## src/rtl/utf8cw_pkg.sv

```systemverilog
// ----------------------------------------------------------------------------
// UTF-8 decoder package
// Shared types, constants and the column width lookup.
// ----------------------------------------------------------------------------
`default_nettype none

package utf8cw_pkg;

   localparam int SUM_BITS   = 16;
   localparam int PEND_DEPTH = 4;

   // Depth of the byte queue between the front end and the decode engine.
   localparam int QUEUE_DEPTH = 4;
   localparam int QPTR_BITS   = $clog2(QUEUE_DEPTH);

   localparam logic [SUM_BITS-1:0] SUM_MAX = '1;

   localparam logic [20:0] REPLACEMENT_CP = 21'h00FFFD;

   typedef struct packed {
      logic [7:0] byte_value;
      logic       end_of_string;
   } req_payload_type;

   typedef struct packed {
      logic [20:0] code_point;
      logic [1:0]  column_width;
      logic [15:0] running_width;
      logic        final_of_run;
      logic        final_of_string;
   } rsp_payload_type;

   typedef enum logic [2:0] {
      CLS_ASCII,
      CLS_LEAD2,
      CLS_LEAD3,
      CLS_LEAD4,
      CLS_CONT,
      CLS_BAD
   } byte_class_type;

   // One queued byte together with its lead/continuation class.
   typedef struct packed {
      logic [7:0]     byte_value;
      logic           end_of_string;
      byte_class_type byte_class;
   } queue_entry_type;

   // One decoded code point on its way to the width stage.
   typedef struct packed {
      logic [20:0] code_point;
      logic        final_of_run;
      logic        final_of_string;
   } dec_result_type;

   localparam int NUM_ZERO = 15;
   localparam int NUM_WIDE = 13;

   localparam logic [20:0] ZERO_LO [NUM_ZERO] = '{
      21'h0300, 21'h0483, 21'h0591, 21'h0610, 21'h064B, 21'h0670, 21'h06D6,
      21'h0900, 21'h093A, 21'h0941, 21'h1AB0, 21'h1DC0, 21'h20D0, 21'hFE00,
      21'hFE20
   };
   localparam logic [20:0] ZERO_HI [NUM_ZERO] = '{
      21'h036F, 21'h0489, 21'h05BD, 21'h061A, 21'h065F, 21'h0670, 21'h06DC,
      21'h0903, 21'h093C, 21'h0948, 21'h1AFF, 21'h1DFF, 21'h20F0, 21'hFE0F,
      21'hFE2F
   };
   localparam logic [20:0] WIDE_LO [NUM_WIDE] = '{
      21'h1100, 21'h2E80, 21'h3041, 21'h3400, 21'h4E00, 21'hA000, 21'hAC00,
      21'hF900, 21'hFE30, 21'hFF00, 21'hFFE0, 21'h20000, 21'h30000
   };
   localparam logic [20:0] WIDE_HI [NUM_WIDE] = '{
      21'h115F, 21'h303E, 21'h33FF, 21'h4DBF, 21'h9FFF, 21'hA4CF, 21'hD7A3,
      21'hFAFF, 21'hFE6F, 21'hFF60, 21'hFFE6, 21'h2FFFD, 21'h3FFFD
   };

   // Terminal columns of a code point: controls and combining marks take
   // none, the wide ranges take two, everything else one.
   function automatic logic [1:0] cols_of(input logic [20:0] cp);
      logic zero_hit;
      logic wide_hit;
      zero_hit = (cp < 21'h20) || (cp >= 21'h7F && cp < 21'hA0);
      wide_hit = 1'b0;
      for (int i = 0; i < NUM_ZERO; i++) begin
         zero_hit = zero_hit || (cp >= ZERO_LO[i] && cp <= ZERO_HI[i]);
      end
      for (int i = 0; i < NUM_WIDE; i++) begin
         wide_hit = wide_hit || (cp >= WIDE_LO[i] && cp <= WIDE_HI[i]);
      end
      if (zero_hit) begin
         return 2'd0;
      end else if (wide_hit) begin
         return 2'd2;
      end
      return 2'd1;
   endfunction

endpackage

`default_nettype wire

```

## src/rtl/utf8cw_front.sv

```systemverilog
// ----------------------------------------------------------------------------
// UTF-8 decoder front end
// Accepts input beats, classifies each byte and queues it for the decoder.
// ----------------------------------------------------------------------------
`default_nettype none

module utf8cw_front (
   input  wire logic                         clock,
   input  wire logic                         reset,
   input  wire logic                         req_valid,
   output logic                              req_ready,
   input  wire utf8cw_pkg::req_payload_type  req_payload,
   output logic                              deq_valid,
   input  wire logic                         deq_ready,
   output utf8cw_pkg::queue_entry_type       deq_entry
);
   import utf8cw_pkg::*;

   function automatic byte_class_type classify(input logic [7:0] b);
      priority if (b[7] == 1'b0) begin
         return CLS_ASCII;
      end else if (b[7:5] == 3'b110) begin
         return CLS_LEAD2;
      end else if (b[7:4] == 4'b1110) begin
         return CLS_LEAD3;
      end else if (b[7:3] == 5'b11110) begin
         return CLS_LEAD4;
      end else if (b[7:6] == 2'b10) begin
         return CLS_CONT;
      end else begin
         return CLS_BAD;
      end
   endfunction

   queue_entry_type        entry_ff [QUEUE_DEPTH];
   logic [QPTR_BITS-1:0]   wr_ptr_ff, wr_ptr_in;
   logic [QPTR_BITS-1:0]   rd_ptr_ff, rd_ptr_in;
   logic [QPTR_BITS:0]     fill_ff, fill_in;
   logic                   push, pop;

   assign req_ready = (fill_ff != (QPTR_BITS+1)'(QUEUE_DEPTH));
   assign deq_valid = (fill_ff != '0);
   assign deq_entry = entry_ff[rd_ptr_ff];
   assign push      = req_valid && req_ready;
   assign pop       = deq_valid && deq_ready;

   always_comb begin
      wr_ptr_in = push ? wr_ptr_ff + 1'b1 : wr_ptr_ff;
      rd_ptr_in = pop ? rd_ptr_ff + 1'b1 : rd_ptr_ff;
      fill_in   = fill_ff + (QPTR_BITS+1)'(push) - (QPTR_BITS+1)'(pop);
   end

   always_ff @(posedge clock) begin
      if (reset) begin
         wr_ptr_ff <= '0;
         rd_ptr_ff <= '0;
         fill_ff   <= '0;
      end else begin
         wr_ptr_ff <= wr_ptr_in;
         rd_ptr_ff <= rd_ptr_in;
         fill_ff   <= fill_in;
      end
   end

   always_ff @(posedge clock) begin
      if (push) begin
         entry_ff[wr_ptr_ff] <= '{byte_value:    req_payload.byte_value,
                                  end_of_string: req_payload.end_of_string,
                                  byte_class:    classify(req_payload.byte_value)};
      end
   end

endmodule

`default_nettype wire

```

## src/rtl/utf8cw_decode.sv

```systemverilog
// ----------------------------------------------------------------------------
// UTF-8 decoder sequence engine
// Holds bytes of an open sequence, decoding at most one code point per cycle.
// ----------------------------------------------------------------------------
`default_nettype none

module utf8cw_decode (
   input  wire logic                          clock,
   input  wire logic                          reset,
   input  wire logic                          deq_valid,
   output logic                               deq_ready,
   input  wire utf8cw_pkg::queue_entry_type   deq_entry,
   output logic                               emit_valid,
   input  wire logic                          emit_ready,
   output utf8cw_pkg::dec_result_type         emit_result
);
   import utf8cw_pkg::*;

   typedef enum logic [1:0] {ST_FETCH, ST_RUN, ST_FLUSH} state_type;

   state_type        state_ff, state_in;
   logic [7:0]       byte_ff [PEND_DEPTH];
   logic [7:0]       byte_in [PEND_DEPTH];
   byte_class_type   cls_ff [PEND_DEPTH];
   byte_class_type   cls_in [PEND_DEPTH];
   logic [2:0]       cnt_ff, cnt_in;
   logic             eos_ff, eos_in;
   logic             hold_v_ff, hold_v_in;
   logic [20:0]      hold_cp_ff, hold_cp_in;

   logic [1:0]       extra;
   logic             bad_lead;
   logic             short_seq;
   logic             conts_ok;
   logic [20:0]      seq_cp;
   logic             has_res;
   logic             brk;
   logic [20:0]      res_cp;
   logic [2:0]       drop;
   logic [2:0]       next_cnt;
   logic             ends;
   logic [7:0]       shift_byte [PEND_DEPTH];
   byte_class_type   shift_cls [PEND_DEPTH];
   logic             advance;

   // One decode step on the held bytes.
   always_comb begin
      bad_lead = 1'b0;
      extra    = 2'd0;
      seq_cp   = {13'd0, byte_ff[0]};
      unique case (cls_ff[0])
         CLS_ASCII: begin
            extra  = 2'd0;
            seq_cp = {13'd0, byte_ff[0]};
         end
         CLS_LEAD2: begin
            extra  = 2'd1;
            seq_cp = {10'd0, byte_ff[0][4:0], byte_ff[1][5:0]};
         end
         CLS_LEAD3: begin
            extra  = 2'd2;
            seq_cp = {5'd0, byte_ff[0][3:0], byte_ff[1][5:0], byte_ff[2][5:0]};
         end
         CLS_LEAD4: begin
            extra  = 2'd3;
            seq_cp = {byte_ff[0][2:0], byte_ff[1][5:0], byte_ff[2][5:0],
                      byte_ff[3][5:0]};
         end
         default: begin
            bad_lead = 1'b1;
         end
      endcase

      short_seq = (cnt_ff < 3'(extra) + 3'd1);
      conts_ok  = (extra < 2'd1 || cls_ff[1] == CLS_CONT) &&
                  (extra < 2'd2 || cls_ff[2] == CLS_CONT) &&
                  (extra < 2'd3 || cls_ff[3] == CLS_CONT);

      has_res = 1'b1;
      brk     = 1'b0;
      res_cp  = REPLACEMENT_CP;
      drop    = 3'd1;
      if (bad_lead) begin
         drop = 3'd1;
      end else if (short_seq) begin
         // Incomplete: at end of string it collapses into one replacement.
         brk     = 1'b1;
         has_res = eos_ff;
         drop    = eos_ff ? cnt_ff : 3'd0;
      end else if (!conts_ok) begin
         drop = 3'd1;
      end else begin
         res_cp = seq_cp;
         drop   = 3'(extra) + 3'd1;
      end
      next_cnt = cnt_ff - drop;
      ends     = brk || (next_cnt == 3'd0);

      for (int i = 0; i < PEND_DEPTH; i++) begin
         shift_byte[i] = byte_ff[i];
         shift_cls[i]  = cls_ff[i];
      end
      unique case (drop)
         3'd1: begin
            for (int i = 0; i < PEND_DEPTH - 1; i++) begin
               shift_byte[i] = byte_ff[i+1];
               shift_cls[i]  = cls_ff[i+1];
            end
         end
         3'd2: begin
            for (int i = 0; i < PEND_DEPTH - 2; i++) begin
               shift_byte[i] = byte_ff[i+2];
               shift_cls[i]  = cls_ff[i+2];
            end
         end
         3'd3: begin
            shift_byte[0] = byte_ff[3];
            shift_cls[0]  = cls_ff[3];
         end
         default: begin
         end
      endcase
   end

   // Emission. A result is held until the next step shows whether it is the
   // last one caused by the current byte.
   always_comb begin
      emit_valid  = 1'b0;
      emit_result = '{code_point: hold_cp_ff, final_of_run: 1'b0,
                      final_of_string: 1'b0};
      advance     = 1'b1;
      unique case (state_ff)
         ST_RUN: begin
            if (has_res && hold_v_ff) begin
               emit_valid = 1'b1;
            end else if (has_res && ends) begin
               emit_valid  = 1'b1;
               emit_result = '{code_point: res_cp, final_of_run: 1'b1,
                               final_of_string: eos_ff};
            end else if (!has_res && hold_v_ff) begin
               emit_valid  = 1'b1;
               emit_result = '{code_point: hold_cp_ff, final_of_run: 1'b1,
                               final_of_string: eos_ff};
            end
            advance = !emit_valid || emit_ready;
         end
         ST_FLUSH: begin
            emit_valid  = 1'b1;
            emit_result = '{code_point: hold_cp_ff, final_of_run: 1'b1,
                            final_of_string: eos_ff};
            advance     = emit_ready;
         end
         default: begin
            advance = 1'b1;
         end
      endcase
   end

   assign deq_ready = (state_ff == ST_FETCH);

   always_comb begin
      state_in   = state_ff;
      cnt_in     = cnt_ff;
      eos_in     = eos_ff;
      hold_v_in  = hold_v_ff;
      hold_cp_in = hold_cp_ff;
      for (int i = 0; i < PEND_DEPTH; i++) begin
         byte_in[i] = byte_ff[i];
         cls_in[i]  = cls_ff[i];
      end
      unique case (state_ff)
         ST_FETCH: begin
            if (deq_valid) begin
               byte_in[cnt_ff[1:0]] = deq_entry.byte_value;
               cls_in[cnt_ff[1:0]]  = deq_entry.byte_class;
               cnt_in   = cnt_ff + 3'd1;
               eos_in   = deq_entry.end_of_string;
               state_in = ST_RUN;
            end
         end
         ST_RUN: begin
            if (advance) begin
               if (has_res) begin
                  for (int i = 0; i < PEND_DEPTH; i++) begin
                     byte_in[i] = shift_byte[i];
                     cls_in[i]  = shift_cls[i];
                  end
                  cnt_in = next_cnt;
                  if (ends && !hold_v_ff) begin
                     state_in = ST_FETCH;
                  end else begin
                     hold_v_in  = 1'b1;
                     hold_cp_in = res_cp;
                     state_in   = ends ? ST_FLUSH : ST_RUN;
                  end
               end else begin
                  hold_v_in = 1'b0;
                  state_in  = ST_FETCH;
               end
            end
         end
         ST_FLUSH: begin
            if (advance) begin
               hold_v_in = 1'b0;
               state_in  = ST_FETCH;
            end
         end
         default: begin
            state_in = ST_FETCH;
         end
      endcase
   end

   always_ff @(posedge clock) begin
      if (reset) begin
         state_ff  <= ST_FETCH;
         cnt_ff    <= '0;
         eos_ff    <= 1'b0;
         hold_v_ff <= 1'b0;
      end else begin
         state_ff  <= state_in;
         cnt_ff    <= cnt_in;
         eos_ff    <= eos_in;
         hold_v_ff <= hold_v_in;
      end
      hold_cp_ff <= hold_cp_in;
      for (int i = 0; i < PEND_DEPTH; i++) begin
         byte_ff[i] <= byte_in[i];
         cls_ff[i]  <= cls_in[i];
      end
   end

endmodule

`default_nettype wire

```

## src/rtl/utf8cw_width.sv

```systemverilog
// ----------------------------------------------------------------------------
// UTF-8 decoder width stage
// Looks up column width, keeps the saturating running total, drives results.
// ----------------------------------------------------------------------------
`default_nettype none

module utf8cw_width (
   input  wire logic                         clock,
   input  wire logic                         reset,
   input  wire logic                         emit_valid,
   output logic                              emit_ready,
   input  wire utf8cw_pkg::dec_result_type   emit_result,
   output logic                              rsp_valid,
   input  wire logic                         rsp_ready,
   output utf8cw_pkg::rsp_payload_type       rsp_payload
);
   import utf8cw_pkg::*;

   logic                 out_v_ff, out_v_in;
   rsp_payload_type      out_ff, out_in;
   logic [SUM_BITS-1:0]  sum_ff, sum_in;
   logic [1:0]           cols;
   logic [SUM_BITS:0]    sum_ext;
   logic [SUM_BITS-1:0]  sum_sat;
   logic                 take;

   assign emit_ready  = !out_v_ff || rsp_ready;
   assign take        = emit_valid && emit_ready;
   assign rsp_valid   = out_v_ff;
   assign rsp_payload = out_ff;

   always_comb begin
      cols    = cols_of(emit_result.code_point);
      sum_ext = {1'b0, sum_ff} + (SUM_BITS+1)'(cols);
      sum_sat = sum_ext[SUM_BITS] ? SUM_MAX : sum_ext[SUM_BITS-1:0];

      out_in   = out_ff;
      out_v_in = out_v_ff && !rsp_ready;
      sum_in   = sum_ff;
      if (take) begin
         out_v_in = 1'b1;
         out_in   = '{code_point:      emit_result.code_point,
                      column_width:    cols,
                      running_width:   16'(sum_sat),
                      final_of_run:    emit_result.final_of_run,
                      final_of_string: emit_result.final_of_string};
         // The total starts over after the last result of a string.
         sum_in   = emit_result.final_of_string ? '0 : sum_sat;
      end
   end

   always_ff @(posedge clock) begin
      if (reset) begin
         out_v_ff <= 1'b0;
         sum_ff   <= '0;
      end else begin
         out_v_ff <= out_v_in;
         sum_ff   <= sum_in;
      end
      out_ff <= out_in;
   end

endmodule

`default_nettype wire

```

## src/rtl/utf8_decode_with_column_width.sv

```systemverilog
// ----------------------------------------------------------------------------
// UTF-8 decoder with terminal column width
// Byte-stream UTF-8 decoder emitting code points, widths and running widths.
// ----------------------------------------------------------------------------
// Bytes of a UTF-8 string enter on the req channel, one byte per beat, with
// end_of_string marking the final byte. Each rsp beat carries one decoded
// code point (U+FFFD for malformed input), its column width (0, 1 or 2) and
// the saturating total width of the string so far including this result;
// final_of_run flags the last result caused by an input byte and
// final_of_string the last result of a string, after which the total starts
// over. A byte that only extends an open sequence gives no result, and a byte
// that breaks a held sequence can replay the held bytes, so one byte may give
// up to four results. A byte is registered in the front queue, then the
// decode engine loads it in its fetch state and takes one decode step for
// each result or for a byte that completes nothing; when a result had to be
// held back to learn whether it was the last of its byte, the flush state
// drains it. A plain ASCII byte thus needs a fetch and one decode step; the
// engine's single decode step per cycle, when not stalled, sets the rate.
// The four-beat front queue takes bytes while the engine works, until full,
// and the result register holds one result while the consumer stalls.
// ----------------------------------------------------------------------------
`default_nettype none

module utf8_decode_with_column_width (
   input  wire logic                         clock,
   input  wire logic                         reset,
   input  wire logic                         req_valid,
   output logic                              req_ready,
   input  wire utf8cw_pkg::req_payload_type  req_payload,
   output logic                              rsp_valid,
   input  wire logic                         rsp_ready,
   output utf8cw_pkg::rsp_payload_type       rsp_payload
);
   import utf8cw_pkg::*;

   // Classified bytes waiting for the engine.
   queue_entry_type  deq_entry;
   logic             deq_valid;
   logic             deq_ready;

   // Decoded code points with their run and string flags.
   dec_result_type   emit_result;
   logic             emit_valid;
   logic             emit_ready;

   // Front end: takes beats and tags each byte as ASCII, lead, continuation
   // or invalid, so the engine never decodes a raw byte itself.
   utf8cw_front u_front (
      .clock       (clock),
      .reset       (reset),
      .req_valid   (req_valid),
      .req_ready   (req_ready),
      .req_payload (req_payload),
      .deq_valid   (deq_valid),
      .deq_ready   (deq_ready),
      .deq_entry   (deq_entry)
   );

   // Decode engine: holds the bytes of an open sequence, checks them once the
   // sequence is complete, and on a bad continuation consumes only the lead
   // so the remaining held bytes are decoded again.
   utf8cw_decode u_decode (
      .clock       (clock),
      .reset       (reset),
      .deq_valid   (deq_valid),
      .deq_ready   (deq_ready),
      .deq_entry   (deq_entry),
      .emit_valid  (emit_valid),
      .emit_ready  (emit_ready),
      .emit_result (emit_result)
   );

   // Width stage: range table lookup, saturating total and result register.
   utf8cw_width u_width (
      .clock       (clock),
      .reset       (reset),
      .emit_valid  (emit_valid),
      .emit_ready  (emit_ready),
      .emit_result (emit_result),
      .rsp_valid   (rsp_valid),
      .rsp_ready   (rsp_ready),
      .rsp_payload (rsp_payload)
   );

endmodule

`default_nettype wire

```

## config.mk

```make
export PLATFORM = sky130hd
export DESIGN_NAME = utf8_decode_with_column_width
export DESIGN_NICKNAME = d
export VERILOG_FILES = /design/src/rtl/utf8cw_pkg.sv /design/src/rtl/utf8cw_front.sv /design/src/rtl/utf8cw_decode.sv /design/src/rtl/utf8cw_width.sv /design/src/rtl/utf8_decode_with_column_width.sv
export SDC_FILE = /design/constraint.sdc
export NUM_CORES = 1
export LEC_CHECK = 0
export BUFFER_PORTS_ARGS = -buffer_cell sky130_fd_sc_hd__buf_4
export CORE_MARGIN = 5
export CORE_UTILIZATION = 45
export CTS_CLUSTER_SIZE = 12
export DETAILED_ROUTE_END_ITERATION = 16
export SETUP_SLACK_MARGIN = 0.15
export SLEW_MARGIN = 20
export SYNTH_ARGS = -nofsm -noshare
export SYNTH_HDL_FRONTEND = slang
export SYNTH_SLANG_ARGS = --single-unit
```

## constraint.sdc

```tcl
create_clock -name clock -period 15.8 [get_ports clock]
set_input_delay 0 -clock clock [delete_from_list [all_inputs] [get_ports clock]]
set_output_delay 0 -clock clock [all_outputs]
set_load 0.01 [all_outputs]
```

==> results_dict.tcl <==
set metrics [dict create \
    synth-main-ff-cell "edfxtp_1" \
    wl_per_cell_um 21.89 \
    timing.final.max_slew_violations 0 \
    r2r-end "u_width.sum_ff[13]$_SDFFE_PP0P_" \
    period_needed_ns 10.90 \
    antennaDiodeCount 0 \
    cts_setup_buffers 0 \
    cts_root_buffer "clkbuf_16" \
    pwr-share-seq_pct 29.0 \
    overflow 0 \
    p_total_mw 2.906 \
    synth.cell_area_um2 11320 \
    fin_nets 1167 \
    cp-end-kind "register" \
    rr_startpoint "u_decode.cls_ff[0][0]$_DFFE_PP_" \
    cts-hold-fix-buffers 11 \
    clk_path_buf_depth 2 \
    die_h_um 168.6 \
    tns_ns 0 \
    crit_buf_inv 1 \
    outcome "complete, no violations" \
    tritoncts "done" \
    final.setup_skew_ns 0.01641 \
    final-hold-violation-count 0 \
    die_area_um2 28420 \
    placed_cells 1431 \
    p_int_mw 1.491 \
    max-vdd-ir-drop_uv 98.56 \
    critPathMaxStageDelay_ns 0.92 \
    post_cts_resized 0 \
    vias_per_cell 6.245 \
    min_to "u_front.wr_ptr_ff[1]$_SDFFE_PP0P_" \
    syn-num-nets 1135 \
    drive_above_1_share_pct 15.47 \
    fill_cells 2303 \
    setup_viol_count_final 0 \
    chipWidth_um 168.6 \
    drt-initial-drc-count 879 \
    synth_cells 1099 \
    clkLatencyLatePin_ns 0.45 \
    dp_slack_ns 5.145 \
    max-slew-margin-rel_pct 25.12 \
    cts.sinks 187 \
    mostFrequentLayoutCell "edfxtp_1" \
    p_per_area_nw_per_um2 229.1 \
    grt_usage_pct 22.56 \
    ios 56 \
    grt_pass1_vias 8834 \
    drcViolationCount 0 \
    cap_viol_max_count 0 \
    yosysSeqAreaShare_pct 46.69 \
    yosysUniqueCellTypes 101 \
    h-tree-depth 4 \
    worstPathRequired_ns 16.18 \
    area_growth_pct 12.08 \
    grt_pass1_wl_um 50970 \
    rsz0062_at_grt "no" \
    synth.avg_cell_area_um2 10.30 \
    synth_edf_count 154 \
    fin_cells 1474 \
    antenna_found_initial 0 \
    ys.warnings.count 0 \
    critPathSlowestCell "edfxtp_1" \
    synth_area_leaders "edfxtp_1 41%, dfxtp_1 5.8%, a21oi_1 3.4%" \
    max_freq_mhz 91.74 \
    period_share_pct 68.99 \
    wirelength_um 32270 \
    switching_share_pct 48.71 \
    core-area_um2 24960 \
    async_reset_ff_share_pct 0 \
    port_buffers 55 \
    min_path_cells 4 \
    synth_top_area_cell "edfxtp_1" \
    path_class "register to register" \
    clk_pin_slew_worst_paths_ns 0.08 \
    r2r_cells 33 \
    gp_congestion 0.9597 \
    cp_top_family "simple AND/OR/NAND/NOR gates" \
    power_switching_mw 1.416 \
    ant_nets 0 \
    rrSetupSlack_ns 4.90 \
    via_count 9205 \
    worst-slew-pin-transition_ns 1.121 \
    worstPathArrival_ns 11.28 \
    start_util_pct 45.34 \
    comb_power_share_pct 54.6 \
    critPathLaunchType "register" \
    final_util_pct 50.82 \
    layout_common_cells "154 x edfxtp_1, 96 x nor2_1, 90 x nand2_1, 76 x a21oi_1, 67 x buf_4" \
    leakage_nw 4.408 \
    rows 58 \
    synth_top_area_share_pct 40.86 \
    pwr-share-clk_pct 16.4 \
    cpMostUsedCell "ha_1" \
    cts_made_buffers 17 \
    hpwl_um 22750 \
    layout_setup_ws_ns 4.900 \
    drt-pass1-iter-count 6 \
    synth-seq-cells 187 \
    grt_max_degree 58 \
    critical_path.max_fanout 40 \
    hold_start "req_valid" \
    hp-class "input pin to register" \
]
worst reg2reg max path, delay by kind of cell (launching register included):
family	cells	cell delay (ns)
flip-flops	1	0.92
AND/OR/NAND/NOR	15	4.41
adder cells (fa/ha/maj)	6	1.92
AO/OA/AOI/OAI	11	3.46
buffers and inverters	1	0.15
cells in the mapped netlist, drive strengths merged, types with 13 or more instances:
library cell    n
edfxtp        154
nor2           97
nand2          90
a21oi          79
nand3          46
a22o           44
inv            44
clkbuf         42
dfxtp          33
nor2b          27
o21ai          25
buf            23
ha             20
mux2           20
mux2i          20
nor3           20
a22oi          18
o22ai          17
and3           16
nand4          15
a211oi         14
xnor2          13
layout make-up:
cell class / count / area, um^2 / share of cell area [%]
flip-flops and latches: 187 / 5285 / 41.66
repair buffers: 78 / 613.1 / 4.833
multi-input cells: 800 / 5544 / 43.70
inverters: 47 / 177.7 / 1.401
well taps: 330 / 412.9 / 3.255
clock buffers: 17 / 425.4 / 3.353
clock inverters: 15 / 227.7 / 1.795
routing by layer:
metal	GRT usage, %	wire (um)
met5	0	0
met4	7.022	739
met3	4.764	2469
met2	34.29	14430
met1	32.51	14630
stage by stage:
stage | instance area [um^2] | hold WS (ns)
6_report | 12690 | 0.03252
5_1_grt | 12690 | 0.08880
4_1_cts | 12680 | 0.01679
3_5_place_dp | 11920 | 0.2035
3_3_place_gp | 11920 | 0.2045
2_1_floorplan | 11320 | 0.07161
power by group through the flow:
| stage | logic (mW) | registers [mW] | clock network (mW) |
|---|---|---|---|
| 3_3_place_gp | 1.56 | 0.852 | 0 |
| 3_5_place_dp | 1.55 | 0.852 | 0 |
| 2_1_floorplan | 1.18 | 0.790 | 0 |
| 5_1_grt | 1.73 | 0.858 | 0.506 |
| 6_report | 1.59 | 0.842 | 0.478 |
| 4_1_cts | 1.56 | 0.842 | 0.486 |
sequential cells by signal, indices dropped and copies added, names as in the netlist, named ones only:
name and count:
u_decode.byte_ff 32, u_decode.cls_ff 12, u_decode.cnt_ff 3, u_decode.eos_ff 1, u_decode.hold_cp_ff 21, u_decode.hold_v_ff 1
u_decode.state_ff 2, u_front.entry_ff 48, u_front.fill_ff 3, u_front.rd_ptr_ff 2, u_front.wr_ptr_ff 2, u_width.rsp_payload 41
u_width.rsp_valid 1, u_width.sum_ff 16
cells by family after synthesis:
| group | after synthesis | share of synthesized area (%) |
|---|---|---|
| AND/OR/NAND/NOR | 392 | 17.57 |
| flip-flops | 187 | 46.69 |
| XOR/XNOR | 20 | 1.548 |
| adder cells (fa/ha/maj) | 23 | 2.742 |
| AO/OA/AOI/OAI | 313 | 20.92 |
| multiplexers | 52 | 6.146 |
| buffers and inverters | 112 | 4.389 |
worst max path at each step:
| stage | slack (ns) | depth (start not counted) | start | end |
|---|---|---|---|---|
| finish | 4.90 | 33 | u_decode.cls_ff[0][0]$_DFFE_PP_ | u_width.sum_ff[13]$_SDFFE_PP0P_ |
| global route | 4.11 | 33 | u_decode.cls_ff[0][0]$_DFFE_PP_ | u_width.sum_ff[0]$_SDFFE_PP0P_ |
| CTS | 5.08 | 33 | u_decode.cls_ff[0][0]$_DFFE_PP_ | u_width.sum_ff[0]$_SDFFE_PP0P_ |
| detailed placement | 5.14 | 33 | u_decode.cls_ff[0][0]$_DFFE_PP_ | u_width.sum_ff[0]$_SDFFE_PP0P_ |
| global placement | 5.25 | 33 | u_decode.cls_ff[0][0]$_DFFE_PP_ | u_width.sum_ff[0]$_SDFFE_PP0P_ |
| floorplan | 6.92 | 40 | u_decode.cls_ff[0][2]$_DFFE_PP_ | u_width.sum_ff[13]$_SDFFE_PP0P_ |
No activity file was read; power rests on OpenSTA's default activity.
